`src/hdl/flfsq_pkg.sv`:
```
// Shared types, constants and command encodings for the flicker lamp filter and squarer.
`timescale 1ns / 1ps

package flfsq_pkg;

    // Fixed field widths
    localparam int SAMPLE_W        = 16;
    localparam int COEF_W          = 32;
    localparam int RESP_W          = 32;
    localparam int SENS_W          = 48;
    localparam int STATE_WIDTH_DEF = 48;

    // Shared multiplier operand width (signed, holds a 32-bit unsigned chunk)
    localparam int MUL_W = 33;

    // Fixed-point alignment
    localparam int X_SHIFT = 60 - (SAMPLE_W - 1);
    localparam int W_SHIFT = 29;
    localparam int Y_SHIFT = 36;
    localparam int S_SHIFT = 15;

    // APB register map
    localparam int ADDR_W = 5;
    localparam int DATA_W = 32;
    localparam logic [2:0] REG_A1 = 3'd0;
    localparam logic [2:0] REG_A2 = 3'd1;
    localparam logic [2:0] REG_B0 = 3'd2;
    localparam logic [2:0] REG_B1 = 3'd3;
    localparam logic [2:0] REG_B2 = 3'd4;

    typedef struct packed {
        logic signed [SAMPLE_W-1:0] sample;
        logic                       restart;
    } in_item_t;

    typedef struct packed {
        logic signed [RESP_W-1:0] lamp_response;
        logic [SENS_W-1:0]        inst_sensation;
        logic                     saturated;
    } out_item_t;

    typedef struct packed {
        logic signed [COEF_W-1:0] a1;
        logic signed [COEF_W-1:0] a2;
        logic signed [COEF_W-1:0] b0;
        logic signed [COEF_W-1:0] b1;
        logic signed [COEF_W-1:0] b2;
    } coef_t;

    // Operand pairs for the shared multiplier
    typedef enum logic [3:0] {
        MUL_A1_DN_LO,
        MUL_A1_DN_HI,
        MUL_A2_DO_LO,
        MUL_A2_DO_HI,
        MUL_B0_W_LO,
        MUL_B0_W_HI,
        MUL_B1_DN_LO,
        MUL_B1_DN_HI,
        MUL_B2_DO_LO,
        MUL_B2_DO_HI,
        MUL_Y_Y
    } mul_sel_t;

    typedef struct packed {
        logic     load;     // take a new transaction into the datapath
        logic     mul_en;   // capture the product of mul_sel
        mul_sel_t mul_sel;
        logic     acc_en;   // fold the held product into the accumulator
        logic     acc_sub;
        logic     acc_hi;   // held product came from an upper chunk
        logic     fin_w;    // round and clamp the new state word, restart accumulator
        logic     fin_y;    // round and clamp the response, restart accumulator
        logic     fin_s;    // finish sensation, load output, advance delay line
    } cmd_t;

endpackage

```
`src/hdl/flfsq_regs.sv`:
```
// APB coefficient register file.
`timescale 1ns / 1ps

module flfsq_regs
(
    input  logic                          clk,
    input  logic                          rst_n,
    input  logic                          psel,
    input  logic                          penable,
    input  logic                          pwrite,
    input  logic [flfsq_pkg::ADDR_W-1:0]  paddr,
    input  logic [flfsq_pkg::DATA_W-1:0]  pwdata,
    output logic [flfsq_pkg::DATA_W-1:0]  prdata,
    output logic                          pready,
    output flfsq_pkg::coef_t              coef
);

    flfsq_pkg::coef_t coef_reg;
    flfsq_pkg::coef_t coef_next;
    logic             wr_en;
    logic [2:0]       idx;

    assign pready = 1'b1;
    assign wr_en  = psel && penable && pwrite && pready;
    assign idx    = paddr[4:2];

    always_comb
    begin
        coef_next = coef_reg;
        if (wr_en)
        begin
            case (idx)
                flfsq_pkg::REG_A1: coef_next.a1 = pwdata;
                flfsq_pkg::REG_A2: coef_next.a2 = pwdata;
                flfsq_pkg::REG_B0: coef_next.b0 = pwdata;
                flfsq_pkg::REG_B1: coef_next.b1 = pwdata;
                flfsq_pkg::REG_B2: coef_next.b2 = pwdata;
                default:           coef_next    = coef_reg;
            endcase
        end
    end

    always_ff @(posedge clk or negedge rst_n)
    begin
        if (!rst_n)
        begin
            coef_reg <= '0;
        end
        else
        begin
            coef_reg <= coef_next;
        end
    end

    always_comb
    begin
        case (idx)
            flfsq_pkg::REG_A1: prdata = coef_reg.a1;
            flfsq_pkg::REG_A2: prdata = coef_reg.a2;
            flfsq_pkg::REG_B0: prdata = coef_reg.b0;
            flfsq_pkg::REG_B1: prdata = coef_reg.b1;
            flfsq_pkg::REG_B2: prdata = coef_reg.b2;
            default:           prdata = '0;
        endcase
    end

    assign coef = coef_reg;

endmodule

```
`src/hdl/flfsq_ctrl.sv`:
```
// Sequencer for the shared multiplier and accumulator, plus the output handshake.
`timescale 1ns / 1ps

module flfsq_ctrl
(
    input  logic              clk,
    input  logic              rst_n,
    input  logic              in_valid,
    output logic              in_stall,
    output logic              out_valid,
    input  logic              out_stall,
    output flfsq_pkg::cmd_t   cmd
);

    // One-hot encoding, one state per step of the sequence
    typedef enum logic [14:0] {
        S_IDLE   = 15'h0001,
        S_A1_LO  = 15'h0002,
        S_A1_HI  = 15'h0004,
        S_A2_LO  = 15'h0008,
        S_A2_HI  = 15'h0010,
        S_B1_LO  = 15'h0020,
        S_W_FIN  = 15'h0040,
        S_B2_LO  = 15'h0080,
        S_B2_HI  = 15'h0100,
        S_B0_LO  = 15'h0200,
        S_B0_HI  = 15'h0400,
        S_B0_ACC = 15'h0800,
        S_Y_FIN  = 15'h1000,
        S_SQ     = 15'h2000,
        S_OUT    = 15'h4000
    } state_t;

    state_t state_reg;
    state_t state_next;
    logic   out_valid_reg;
    logic   out_valid_next;
    logic   accept;
    logic   out_free;

    assign in_stall = (state_reg != S_IDLE);
    assign accept   = in_valid && !in_stall;
    assign out_free = !out_valid_reg || !out_stall;

    always_comb
    begin
        cmd         = '0;
        cmd.mul_sel = flfsq_pkg::MUL_A1_DN_LO;
        state_next  = state_reg;
        case (state_reg)
            S_IDLE:
            begin
                cmd.load = accept;
                if (accept)
                begin
                    state_next = S_A1_LO;
                end
            end
            S_A1_LO:
            begin
                cmd.mul_en  = 1'b1;
                cmd.mul_sel = flfsq_pkg::MUL_A1_DN_LO;
                state_next  = S_A1_HI;
            end
            S_A1_HI:
            begin
                cmd.mul_en  = 1'b1;
                cmd.mul_sel = flfsq_pkg::MUL_A1_DN_HI;
                cmd.acc_en  = 1'b1;
                cmd.acc_sub = 1'b1;
                state_next  = S_A2_LO;
            end
            S_A2_LO:
            begin
                cmd.mul_en  = 1'b1;
                cmd.mul_sel = flfsq_pkg::MUL_A2_DO_LO;
                cmd.acc_en  = 1'b1;
                cmd.acc_sub = 1'b1;
                cmd.acc_hi  = 1'b1;
                state_next  = S_A2_HI;
            end
            S_A2_HI:
            begin
                cmd.mul_en  = 1'b1;
                cmd.mul_sel = flfsq_pkg::MUL_A2_DO_HI;
                cmd.acc_en  = 1'b1;
                cmd.acc_sub = 1'b1;
                state_next  = S_B1_LO;
            end
            S_B1_LO:
            begin
                cmd.mul_en  = 1'b1;
                cmd.mul_sel = flfsq_pkg::MUL_B1_DN_LO;
                cmd.acc_en  = 1'b1;
                cmd.acc_sub = 1'b1;
                cmd.acc_hi  = 1'b1;
                state_next  = S_W_FIN;
            end
            S_W_FIN:
            begin
                // accumulator holds the feedback sum; it restarts with b1 low
                cmd.fin_w   = 1'b1;
                cmd.mul_en  = 1'b1;
                cmd.mul_sel = flfsq_pkg::MUL_B1_DN_HI;
                cmd.acc_en  = 1'b1;
                state_next  = S_B2_LO;
            end
            S_B2_LO:
            begin
                cmd.mul_en  = 1'b1;
                cmd.mul_sel = flfsq_pkg::MUL_B2_DO_LO;
                cmd.acc_en  = 1'b1;
                cmd.acc_hi  = 1'b1;
                state_next  = S_B2_HI;
            end
            S_B2_HI:
            begin
                cmd.mul_en  = 1'b1;
                cmd.mul_sel = flfsq_pkg::MUL_B2_DO_HI;
                cmd.acc_en  = 1'b1;
                state_next  = S_B0_LO;
            end
            S_B0_LO:
            begin
                cmd.mul_en  = 1'b1;
                cmd.mul_sel = flfsq_pkg::MUL_B0_W_LO;
                cmd.acc_en  = 1'b1;
                cmd.acc_hi  = 1'b1;
                state_next  = S_B0_HI;
            end
            S_B0_HI:
            begin
                cmd.mul_en  = 1'b1;
                cmd.mul_sel = flfsq_pkg::MUL_B0_W_HI;
                cmd.acc_en  = 1'b1;
                state_next  = S_B0_ACC;
            end
            S_B0_ACC:
            begin
                cmd.acc_en = 1'b1;
                cmd.acc_hi = 1'b1;
                state_next = S_Y_FIN;
            end
            S_Y_FIN:
            begin
                cmd.fin_y  = 1'b1;
                state_next = S_SQ;
            end
            S_SQ:
            begin
                cmd.mul_en  = 1'b1;
                cmd.mul_sel = flfsq_pkg::MUL_Y_Y;
                state_next  = S_OUT;
            end
            S_OUT:
            begin
                // hold here until the output register can take the result
                cmd.fin_s = out_free;
                if (out_free)
                begin
                    state_next = S_IDLE;
                end
            end
            default:
            begin
                state_next = S_IDLE;
            end
        endcase
    end

    always_comb
    begin
        out_valid_next = cmd.fin_s || (out_valid_reg && out_stall);
    end

    always_ff @(posedge clk or negedge rst_n)
    begin
        if (!rst_n)
        begin
            state_reg     <= S_IDLE;
            out_valid_reg <= 1'b0;
        end
        else
        begin
            state_reg     <= state_next;
            out_valid_reg <= out_valid_next;
        end
    end

    assign out_valid = out_valid_reg;

    a_no_overwrite: assert property (@(posedge clk) disable iff (!rst_n)
        cmd.fin_s |-> !(out_valid_reg && out_stall))
        else $error("output transaction overwritten while stalled");

    a_start: assert property (@(posedge clk) disable iff (!rst_n)
        accept |=> (state_reg == S_A1_LO))
        else $error("sequence did not start after accepted transaction");

    a_valid_src: assert property (@(posedge clk) disable iff (!rst_n)
        $rose(out_valid_reg) |-> $past(cmd.fin_s))
        else $error("output valid rose without a finished result");

endmodule

```
`src/hdl/flfsq_dp.sv`:
```
// Datapath: shared multiplier, accumulator, round and clamp, delay line, output register.
`timescale 1ns / 1ps

module flfsq_dp
#(
    parameter int STATE_WIDTH = flfsq_pkg::STATE_WIDTH_DEF
)
(
    input  logic                  clk,
    input  logic                  rst_n,
    input  flfsq_pkg::cmd_t       cmd,
    input  flfsq_pkg::in_item_t   in_data,
    input  flfsq_pkg::coef_t      coef,
    output flfsq_pkg::out_item_t  out_data
);

    localparam int SW    = STATE_WIDTH;
    localparam int LO_W  = SW / 2;
    localparam int ACC_W = SW + 40;
    localparam int MW    = flfsq_pkg::MUL_W;
    localparam int PW    = 2 * MW;
    localparam int RW    = flfsq_pkg::RESP_W;
    localparam int NW    = flfsq_pkg::SENS_W;
    localparam int WS    = flfsq_pkg::W_SHIFT;
    localparam int YS    = flfsq_pkg::Y_SHIFT;
    localparam int SS    = flfsq_pkg::S_SHIFT;

    logic signed [SW-1:0]    dn_reg, dn_next;
    logic signed [SW-1:0]    do_reg, do_next;
    logic signed [SW-1:0]    w_reg, w_next;
    logic signed [RW-1:0]    y_reg, y_next;
    logic signed [ACC_W-1:0] acc_reg, acc_next;
    logic signed [PW-1:0]    prod_reg, prod_next;
    logic                    sat_reg, sat_next;
    flfsq_pkg::out_item_t    out_reg, out_next;

    // Multiplier operands: low chunks are unsigned, high chunks carry the sign
    logic signed [MW-1:0]    dn_lo, dn_hi, do_lo, do_hi, w_lo, w_hi;
    logic signed [MW-1:0]    op_a, op_b;

    logic signed [ACC_W-1:0] prod_ext, term, acc_base, acc_sum;

    logic signed [ACC_W-1:0] w_rnd, y_rnd;
    logic [ACC_W-WS-SW:0]    w_top;
    logic [ACC_W-YS-RW:0]    y_top;
    logic                    w_fits, y_fits;
    logic signed [SW-1:0]    w_clip;
    logic signed [RW-1:0]    y_clip;

    logic [PW-1:0]           sq_rnd;
    logic [PW-SS-NW-1:0]     sens_top;
    logic                    sens_ovf;
    logic [NW-1:0]           sens;

    assign dn_lo = MW'(dn_reg[LO_W-1:0]);
    assign dn_hi = MW'($signed(dn_reg[SW-1:LO_W]));
    assign do_lo = MW'(do_reg[LO_W-1:0]);
    assign do_hi = MW'($signed(do_reg[SW-1:LO_W]));
    assign w_lo  = MW'(w_reg[LO_W-1:0]);
    assign w_hi  = MW'($signed(w_reg[SW-1:LO_W]));

    always_comb
    begin
        case (cmd.mul_sel)
            flfsq_pkg::MUL_A1_DN_LO: begin op_a = MW'(coef.a1); op_b = dn_lo; end
            flfsq_pkg::MUL_A1_DN_HI: begin op_a = MW'(coef.a1); op_b = dn_hi; end
            flfsq_pkg::MUL_A2_DO_LO: begin op_a = MW'(coef.a2); op_b = do_lo; end
            flfsq_pkg::MUL_A2_DO_HI: begin op_a = MW'(coef.a2); op_b = do_hi; end
            flfsq_pkg::MUL_B0_W_LO:  begin op_a = MW'(coef.b0); op_b = w_lo;  end
            flfsq_pkg::MUL_B0_W_HI:  begin op_a = MW'(coef.b0); op_b = w_hi;  end
            flfsq_pkg::MUL_B1_DN_LO: begin op_a = MW'(coef.b1); op_b = dn_lo; end
            flfsq_pkg::MUL_B1_DN_HI: begin op_a = MW'(coef.b1); op_b = dn_hi; end
            flfsq_pkg::MUL_B2_DO_LO: begin op_a = MW'(coef.b2); op_b = do_lo; end
            flfsq_pkg::MUL_B2_DO_HI: begin op_a = MW'(coef.b2); op_b = do_hi; end
            flfsq_pkg::MUL_Y_Y:      begin op_a = MW'(y_reg);   op_b = MW'(y_reg); end
            default:                 begin op_a = '0;           op_b = '0;    end
        endcase
    end

    assign prod_next = op_a * op_b;

    // Accumulate the product held from the previous cycle
    assign prod_ext = ACC_W'(prod_reg);
    assign term     = cmd.acc_hi ? (prod_ext <<< LO_W) : prod_ext;
    assign acc_base = (cmd.fin_w || cmd.fin_y) ? '0 : acc_reg;
    assign acc_sum  = cmd.acc_sub ? (acc_base - term) : (acc_base + term);

    // Round half up, then clamp
    assign w_rnd  = acc_reg + (ACC_W'(1) <<< (WS - 1));
    assign w_top  = w_rnd[ACC_W-1:WS+SW-1];
    assign w_fits = (&w_top) || !(|w_top);
    assign w_clip = w_fits ? w_rnd[WS+SW-1:WS]
                  : (w_rnd[ACC_W-1] ? {1'b1, {(SW-1){1'b0}}} : {1'b0, {(SW-1){1'b1}}});

    assign y_rnd  = acc_reg + (ACC_W'(1) <<< (YS - 1));
    assign y_top  = y_rnd[ACC_W-1:YS+RW-1];
    assign y_fits = (&y_top) || !(|y_top);
    assign y_clip = y_fits ? y_rnd[YS+RW-1:YS]
                  : (y_rnd[ACC_W-1] ? {1'b1, {(RW-1){1'b0}}} : {1'b0, {(RW-1){1'b1}}});

    // Square is never negative, so the sensation rounds as unsigned
    assign sq_rnd   = prod_reg + (PW'(1) << (SS - 1));
    assign sens_top = sq_rnd[PW-1:SS+NW];
    assign sens_ovf = |sens_top;
    assign sens     = sens_ovf ? {NW{1'b1}} : sq_rnd[SS+NW-1:SS];

    always_comb
    begin
        dn_next  = dn_reg;
        do_next  = do_reg;
        w_next   = w_reg;
        y_next   = y_reg;
        sat_next = sat_reg;
        out_next = out_reg;

        if (cmd.load)
        begin
            acc_next = ACC_W'(in_data.sample) <<< flfsq_pkg::X_SHIFT;
        end
        else if (cmd.acc_en)
        begin
            acc_next = acc_sum;
        end
        else
        begin
            acc_next = acc_base;
        end

        if (cmd.load)
        begin
            sat_next = 1'b0;
            if (in_data.restart)
            begin
                dn_next = '0;
                do_next = '0;
            end
        end

        if (cmd.fin_w)
        begin
            w_next   = w_clip;
            sat_next = sat_reg || !w_fits;
        end

        if (cmd.fin_y)
        begin
            y_next   = y_clip;
            sat_next = sat_reg || !y_fits;
        end

        if (cmd.fin_s)
        begin
            out_next.lamp_response  = y_reg;
            out_next.inst_sensation = sens;
            out_next.saturated      = sat_reg || sens_ovf;
            do_next                 = dn_reg;
            dn_next                 = w_reg;
        end
    end

    always_ff @(posedge clk or negedge rst_n)
    begin
        if (!rst_n)
        begin
            dn_reg <= '0;
            do_reg <= '0;
        end
        else
        begin
            dn_reg <= dn_next;
            do_reg <= do_next;
        end
    end

    always_ff @(posedge clk)
    begin
        acc_reg <= acc_next;
        w_reg   <= w_next;
        y_reg   <= y_next;
        sat_reg <= sat_next;
        out_reg <= out_next;
        if (cmd.mul_en)
        begin
            prod_reg <= prod_next;
        end
    end

    assign out_data = out_reg;

    a_restart_clears: assert property (@(posedge clk) disable iff (!rst_n)
        (cmd.load && in_data.restart) |=> (dn_reg == '0 && do_reg == '0))
        else $error("restart did not clear the delay line");

endmodule

```
`src/hdl/flicker_lamp_filter_squarer.sv`:
```
// Top level of the flicker lamp filter and squarer.
`timescale 1ns / 1ps

// Lamp filter and squaring stage of a flicker meter.
// Input channel (in_valid / in_stall / in_data): one signed sample per
// transaction plus a restart flag that zeroes the biquad state first.
// Output channel (out_valid / out_stall / out_data): one result per input
// transaction with the lamp response (Q8.24), the sensation 2*y^2 (Q16.32)
// and a saturation flag.
// Coefficients a1, a2, b0, b1, b2 (Q3.29) sit on the APB port at byte
// addresses 0, 4, 8, 12, 16; write them only while the block is idle.
// Samples are worked on one at a time by the one shared 33x33 multiplier,
// which issues eleven products per sample (five coefficient products split
// into two chunks each, then the square), with round and clamp steps for the
// state word and the response in between.
// in_stall is high while a sample is being worked on. A finished result sits
// in the output register; if that register is still stalled when the next
// result is ready, the sequencer holds until the receiver takes it.
// Reset clears the coefficients, the delay line and the output valid.

module flicker_lamp_filter_squarer
#(
    parameter int STATE_WIDTH = flfsq_pkg::STATE_WIDTH_DEF
)
(
    input  logic                          clk,
    input  logic                          rst_n,
    input  logic                          in_valid,
    output logic                          in_stall,
    input  flfsq_pkg::in_item_t           in_data,
    output logic                          out_valid,
    input  logic                          out_stall,
    output flfsq_pkg::out_item_t          out_data,
    input  logic                          psel,
    input  logic                          penable,
    input  logic                          pwrite,
    input  logic [flfsq_pkg::ADDR_W-1:0]  paddr,
    input  logic [flfsq_pkg::DATA_W-1:0]  pwdata,
    output logic [flfsq_pkg::DATA_W-1:0]  prdata,
    output logic                          pready
);

    flfsq_pkg::coef_t coef;
    flfsq_pkg::cmd_t  cmd;

    flfsq_regs u_regs
    (
        .clk     (clk),
        .rst_n   (rst_n),
        .psel    (psel),
        .penable (penable),
        .pwrite  (pwrite),
        .paddr   (paddr),
        .pwdata  (pwdata),
        .prdata  (prdata),
        .pready  (pready),
        .coef    (coef)
    );

    flfsq_ctrl u_ctrl
    (
        .clk       (clk),
        .rst_n     (rst_n),
        .in_valid  (in_valid),
        .in_stall  (in_stall),
        .out_valid (out_valid),
        .out_stall (out_stall),
        .cmd       (cmd)
    );

    flfsq_dp
    #(
        .STATE_WIDTH (STATE_WIDTH)
    )
    u_dp
    (
        .clk      (clk),
        .rst_n    (rst_n),
        .cmd      (cmd),
        .in_data  (in_data),
        .coef     (coef),
        .out_data (out_data)
    );

endmodule
```
`config.mk`:
```
export PLATFORM = sky130hd
export DESIGN_NAME = flicker_lamp_filter_squarer
export DESIGN_NICKNAME = d
export VERILOG_FILES = /design/src/hdl/flfsq_pkg.sv /design/src/hdl/flfsq_regs.sv /design/src/hdl/flfsq_ctrl.sv /design/src/hdl/flfsq_dp.sv /design/src/hdl/flicker_lamp_filter_squarer.sv
export SDC_FILE = /design/constraint.sdc
export NUM_CORES = 2
export LEC_CHECK = 0
export BUFFER_PORTS_ARGS = -buffer_cell sky130_fd_sc_hd__buf_2
export CAP_MARGIN = 15
export CORE_MARGIN = 1.5
export CORE_UTILIZATION = 45
export CTS_CLUSTER_SIZE = 40
export DETAILED_ROUTE_END_ITERATION = 8
export SYNTH_ARGS = -nofsm -noshare
export SYNTH_HDL_FRONTEND = slang
export SYNTH_HIERARCHICAL = 1
export SYNTH_SLANG_ARGS = --single-unit
```
`constraint.sdc`:
```
create_clock -name clk -period 34 [get_ports clk]
set_input_delay 3.4 -clock clk [delete_from_list [all_inputs] [get_ports clk]]
set_output_delay 3.4 -clock clk [all_outputs]
set_load 0.02 [all_outputs]
```
==> After elaboration in Yosys (flattened, before gate mapping) <==
Index checks and enable logic that the tools add are counted.
{ "classes": {"mul": 1, "reduce_logical": 48, "muxes": 30, "addsub": 5, "eq_ne": 32} }
{ "op_table": {"columns": ["cell", "count"], "rows": [
  ["$mux W88", 5],
  ["$mux W48", 6],
  ["$pmux W33 S7", 1],
  ["$pmux W15 S15", 1],
  ["$pmux W33 S6", 1],
  ["$pmux W32 S5", 1],
  ["$add A88 B30 Y88 const B", 1],
  ["$add A88 B37 Y88 const B", 1],
  ["$add A88 B88 Y88", 1],
  ["$sub A88 B88 Y88", 1],
  ["$add A66 B16 Y66 const B", 1],
  ["$mul A33 B33 Y66", 1],
  ["$mux W32", 2],
  ["$pmux W5 S11", 1],
  ["$mux W15", 2],
  ["$reduce_and A21 Y1", 1],
  ["$reduce_or A21 Y1", 1],
  ["$reduce_or A2 Y1", 9],
  ["$eq A4 B3 Y1 const B", 4],
  ["$eq A15 B1 Y1 const B", 1],
  ["$eq A15 B10 Y1 const B", 1],
  ["$eq A15 B11 Y1 const B", 1],
  ["$eq A15 B12 Y1 const B", 1],
  ["$eq A15 B13 Y1 const B", 1],
  ["33 further kinds", 70]
]} }
{ "word_totals": {"out_inout_bits": 116, "register_bits": 588, "in_bits": 61, "word_cells": 134} }

==> Longest topological paths before layout <==
{ "logic_depth": {"depth_word": 8, "mapped_depth": 43, "ltp_nobuf": 38} }

==> Cells and area by module <==
Netlist, hierarchy kept.
{ "modules_own_cells": {"columns": ["module", "n_inst", "area_per_inst_um2", "cells_each", "seq_area_each_um2"], "rows": [
  ["flfsq_dp", 1, 67165.7, 7604, 11010.6],
  ["flfsq_regs", 1, 7148.1, 468, 4003.8],
  ["flfsq_ctrl", 1, 962.2, 97, 401.6]
]} }

==> Worst setup path before layout <==
No wires, ideal clock.
{ "synth_timing": {"path_kind": "register to register", "from": "reg u_ctrl.state_reg[5]", "to": "reg u_dp.prod_reg[60], data pin", "path_stages_with_launch": 41, "arrival_time_ps": 10556, "slack_ps": 23181, "period_less_slack_ps": 10819, "setup_ps": 263, "path_cell_list": "dfrtp_1 -> or4b_2 -> o22ai_2 -> a32oi_1 -> and2_4 -> inv_1 -> clkbuf_1 -> nor4bb_1 -> clkbuf_1 -> buf_1 -> nand2_1 -> nand3_1 -> a221oi_1 -> clkbuf_1 -> nor2_1 -> fa_1 -> inv_1 -> fa_1 -> (+5 left out) -> inv_1 -> fa_1 -> fa_1 -> inv_1 -> fa_1 -> inv_1 -> ha_1 -> clkbuf_1 -> nand2_1 -> nor4_1 -> nand2_1 -> a211oi_1 -> o21ai_0 -> o41ai_1 -> o21ai_1 -> o31ai_2 -> a311oi_1 -> xnor2_1"} }
{ "synth_rtl": {"columns": ["item", "line", "text"], "rows": [
  ["start, declared", "flfsq_ctrl.sv:34", "state_t state_reg;"],
  ["start signal, assigned", "flfsq_ctrl.sv:185", "state_reg <= state_next;"],
  ["end signal, assigned", "flfsq_dp.sv:184", "prod_reg <= prod_next;"],
  ["end, declared", "flfsq_dp.sv:33", "logic signed [PW-1:0] prod_reg, prod_next;"]
]} }

==> summary.txt <==
Outcome
  • Run status: finished clean

Critical path
  • Critical Path Fanout Max: 44
  • WP data required: 34430 ps
  • Slowest cell on crit path: nor4_2
  • Most common cell type on the critical path: fa_1
  • CP peak stage delay: 720 ps
  • Startpoint Class: register
  • Worst EP arrival: 13550 ps
  • Crit Path Class: register to register
  • Setup crit end kind: register
  • R2R depth: 38

Drt
  • DR WL/cell: 25.4 µm
  • Routed vias: 60400
  • Post-DRT Antenna Nets: 0
  • # DRC: 0
  • Initial drt markers: 5290
  • TritonRoute pass-1 iters: 6
  • Routed vias/inst: 5.85
  • Drt total wl: 262000 µm

Logic synthesis
  • Post-Synthesis Cells: 8169
  • Top_reg_cell synth: dfrtp_1
  • Share of the synthesized area in the top cell type: 29.9%
  • Post-synth EDFFs: 228
  • Cell Area, Synth: 75300 µm²
  • Multiplexer area fraction after synthesis: 4.82%
  • Cell taking the most area after synthesis: fa_1
  • Flops & latches, synth: 588
  • Post-Syn Nets: 9661
  • Asr flop ratio synth: 46.3%
  • Synth warnings: 6
  • Synth Area in Compound Gates: 11.0%
  • Largest family of logic cells by synthesized area: adder cells
  • Seq/Total Area, Yosys: 20.5%
  • Adder-cell share of the synthesized area: 35.0%
  • Xor and xnor fraction of the mapped netlist area: 4.27%
  • Top area cells in the synthesized netlist: fa_1 (30%), edfxtp_1 (9.1%), dfrtp_1 (9.0%), inv_1 (6.4%), ha_1 (5.1%)
  • Post-Synth Simple-Gate Area: 15.2%
  • Synth Area per Inst: 9.21 µm²
  • Post-synthesis cell type count: 114

Job
  • Max Cap Viol: 0

STA
  • Period utilization: 38.6%
  • Final Max Slew Viols: 0
  • Skew final: 43.8 ps
  • Unrepaired setup endpoints after global routing: no
  • Fmax: 76.2 MHz
  • Setup_tns: 0 ps
  • Setup violations, final: 0
  • Post-layout minimum cycle time: 13120 ps
  • Hold_ws: 472 ps
  • Final hold violation count: 0
  • Slew HR: 21.0%
  • Slew at the pin closest to its max-slew limit: 1190 ps

Floorplanning
  • Core area: 166000 µm²
  • Full die area: 170000 µm²
  • Initial Util: 45.5%
  • Die H: 412 µm
  • Die X: 412 µm
  • IO Pins: 177
  • Row count: 149

Global route
  • First-pass GRT wire length: 398000 µm
  • GR Overflow Total: 0
  • Vias in the first global route: 61800
  • Largest net degree at the start of global routing: 178
  • Antenna violations before repair: 16
  • Total track usage: 31.3%

Place
  • RD Place Congestion: 0.959
  • Port bufs: 173
  • Placed Area: 78500 µm²
  • DP HPWL: 202000 µm

Power and ir drop
  • Worst vdd ir: 46.1 µV
  • Pwr Density: 46.2 nW/µm²
  • Lkg Pwr: 0.0382 µW

Finish
  • Most frequent cells in the layout: inv_1 (1274), fa_1 (1124), nand2_1 (939), nor2_1 (764), ha_1 (307)
  • Most common cell after layout, fill and taps aside: inv_1
  • Max reg flops: 160
  • Layout cells sized above 1: 10.1%
  • Final core occ: 48.9%
  • Post-Layout Inst Area: 81000 µm²
  • Final nets: 9566
  • Area Overhead vs Synth: 7.64%

Clocking
  • Hold_buf cts: 0
  • Root Buffer: clkbuf_16
  • CTS Sinks: 588
  • Inserted Clock Buffers: 71
  • Setup Buffers After CTS: 0
  • Worst-Skew Late Latency: 720 ps
  • CTS tree: done
  • # H-tree levels: 3
  • Post-CTS sizing: 0
  • Clock-pin transition on the worst setup and hold timing paths: 70 ps
  • Max Buffers Root-to-Sink: 3

Worst hold path
  • Hold depth: 1
  • HP Class: register to register
metal layers:
layer  vias to the layer above  routed length [µm]  GRT usage (%)
met5                         -                 121              0
met4                        12               12900           13.2
met3                       568               22100           6.16
met2                      2578              119000           49.2
met1                     30900              108000           42.3
li1                      26400                   -              -
synthesized netlist by cell type, drive strengths merged, types with 11 or more instances:
library cell and number:
inv 1276, fa 1124, nand2 944, nor2 776, clkbuf 379, a21oi 348, ha 307, dfrtp 271
edfxtp 228, xnor2 198, mux2 179, xor2 169, o21ai 156, mux2i 150, buf 129, and2 126
nor3 125, nand3 120, a22o 105, dfxtp 88, nand4 84, a221o 71, a21o 68, a22oi 61
and3 54, a221oi 50, nor4 46, nand2b 45, a31oi 44, a211oi 40, nor2b 37, o21bai 32
o2bb2ai 31, o211ai 24, and4 23, o31ai 21, or3 19, o21a 18, or2 17, nor3b 16
a222oi 13, nor4b 13, a211o 11
cells by family (layout without fill, tap and decap cells):
family,count (synthesis),after routing
mux,329,329
xor+xnor,367,367
simple gates,2485,2485
other cells,1,3
compound gates,1183,1183
buf+inv,1785,1746
flops,588,588
fa+ha+maj,1431,1431
path summary, 6_finish.rpt:
path / from / to / slack, ps
worst max-delay path: u_ctrl/state_reg[1]$_DFFE_PN0P_ / u_dp/prod_reg[60]$_DFFE_PP_ / 20880
worst min-delay path: u_dp/w_reg[3]$_DFFE_PP_ / u_dp/dn_reg[3]$_DFFE_PN0P_ / 470
worst max register to register: u_ctrl/state_reg[1]$_DFFE_PN0P_ / u_dp/prod_reg[60]$_DFFE_PP_ / 20880
worst min register to register: u_dp/w_reg[3]$_DFFE_PP_ / u_dp/dn_reg[3]$_DFFE_PN0P_ / 470
max in group asynchronous: rst_n / u_regs/coef[79]$_DFFE_PN0P_ / 29730
min in group asynchronous: rst_n / u_ctrl/state_reg[2]$_DFFE_PN0P_ / 2750
worst max-delay path, delay by kind of cell, from the launching register on:
family | cells | cell delay (ps)
compound gates | 8 | 2650
xor+xnor | 1 | 190
simple gates | 11 | 3360
flops | 1 | 430
fa+ha+maj | 9 | 4680
buf+inv | 9 | 1390
power by group:
group	total [µW]	switching, µW	internal, µW	leakage, µW
clock	818	349	469	0.00120
combinational	1820	1180	645	0.0306
sequential	1100	232	871	0.00641
total	3740	1760	1980	0.0382
final cells by class:
class	count	area, µm²
sequential	588	15400
fill	15600	84500
clock inverter	33	448
clock buffer	96	2050
multi-input combinational	5796	53400
inverter	1277	4800
antenna	2	5.00
tap	2189	2740
timing repair buffer	340	2180
through the flow:
stage                     worst slack, ps  std cells  total power [µW]
final                               20880      10300              3740
after global routing                20130      10300              3920
after CTS                           20780      10300              3720
after detailed placement            20950      10200              2890
after global placement              21060      10200              2880
after floorplan                     23180       8169              2260
No activity file was read; power rests on OpenSTA's default activity.
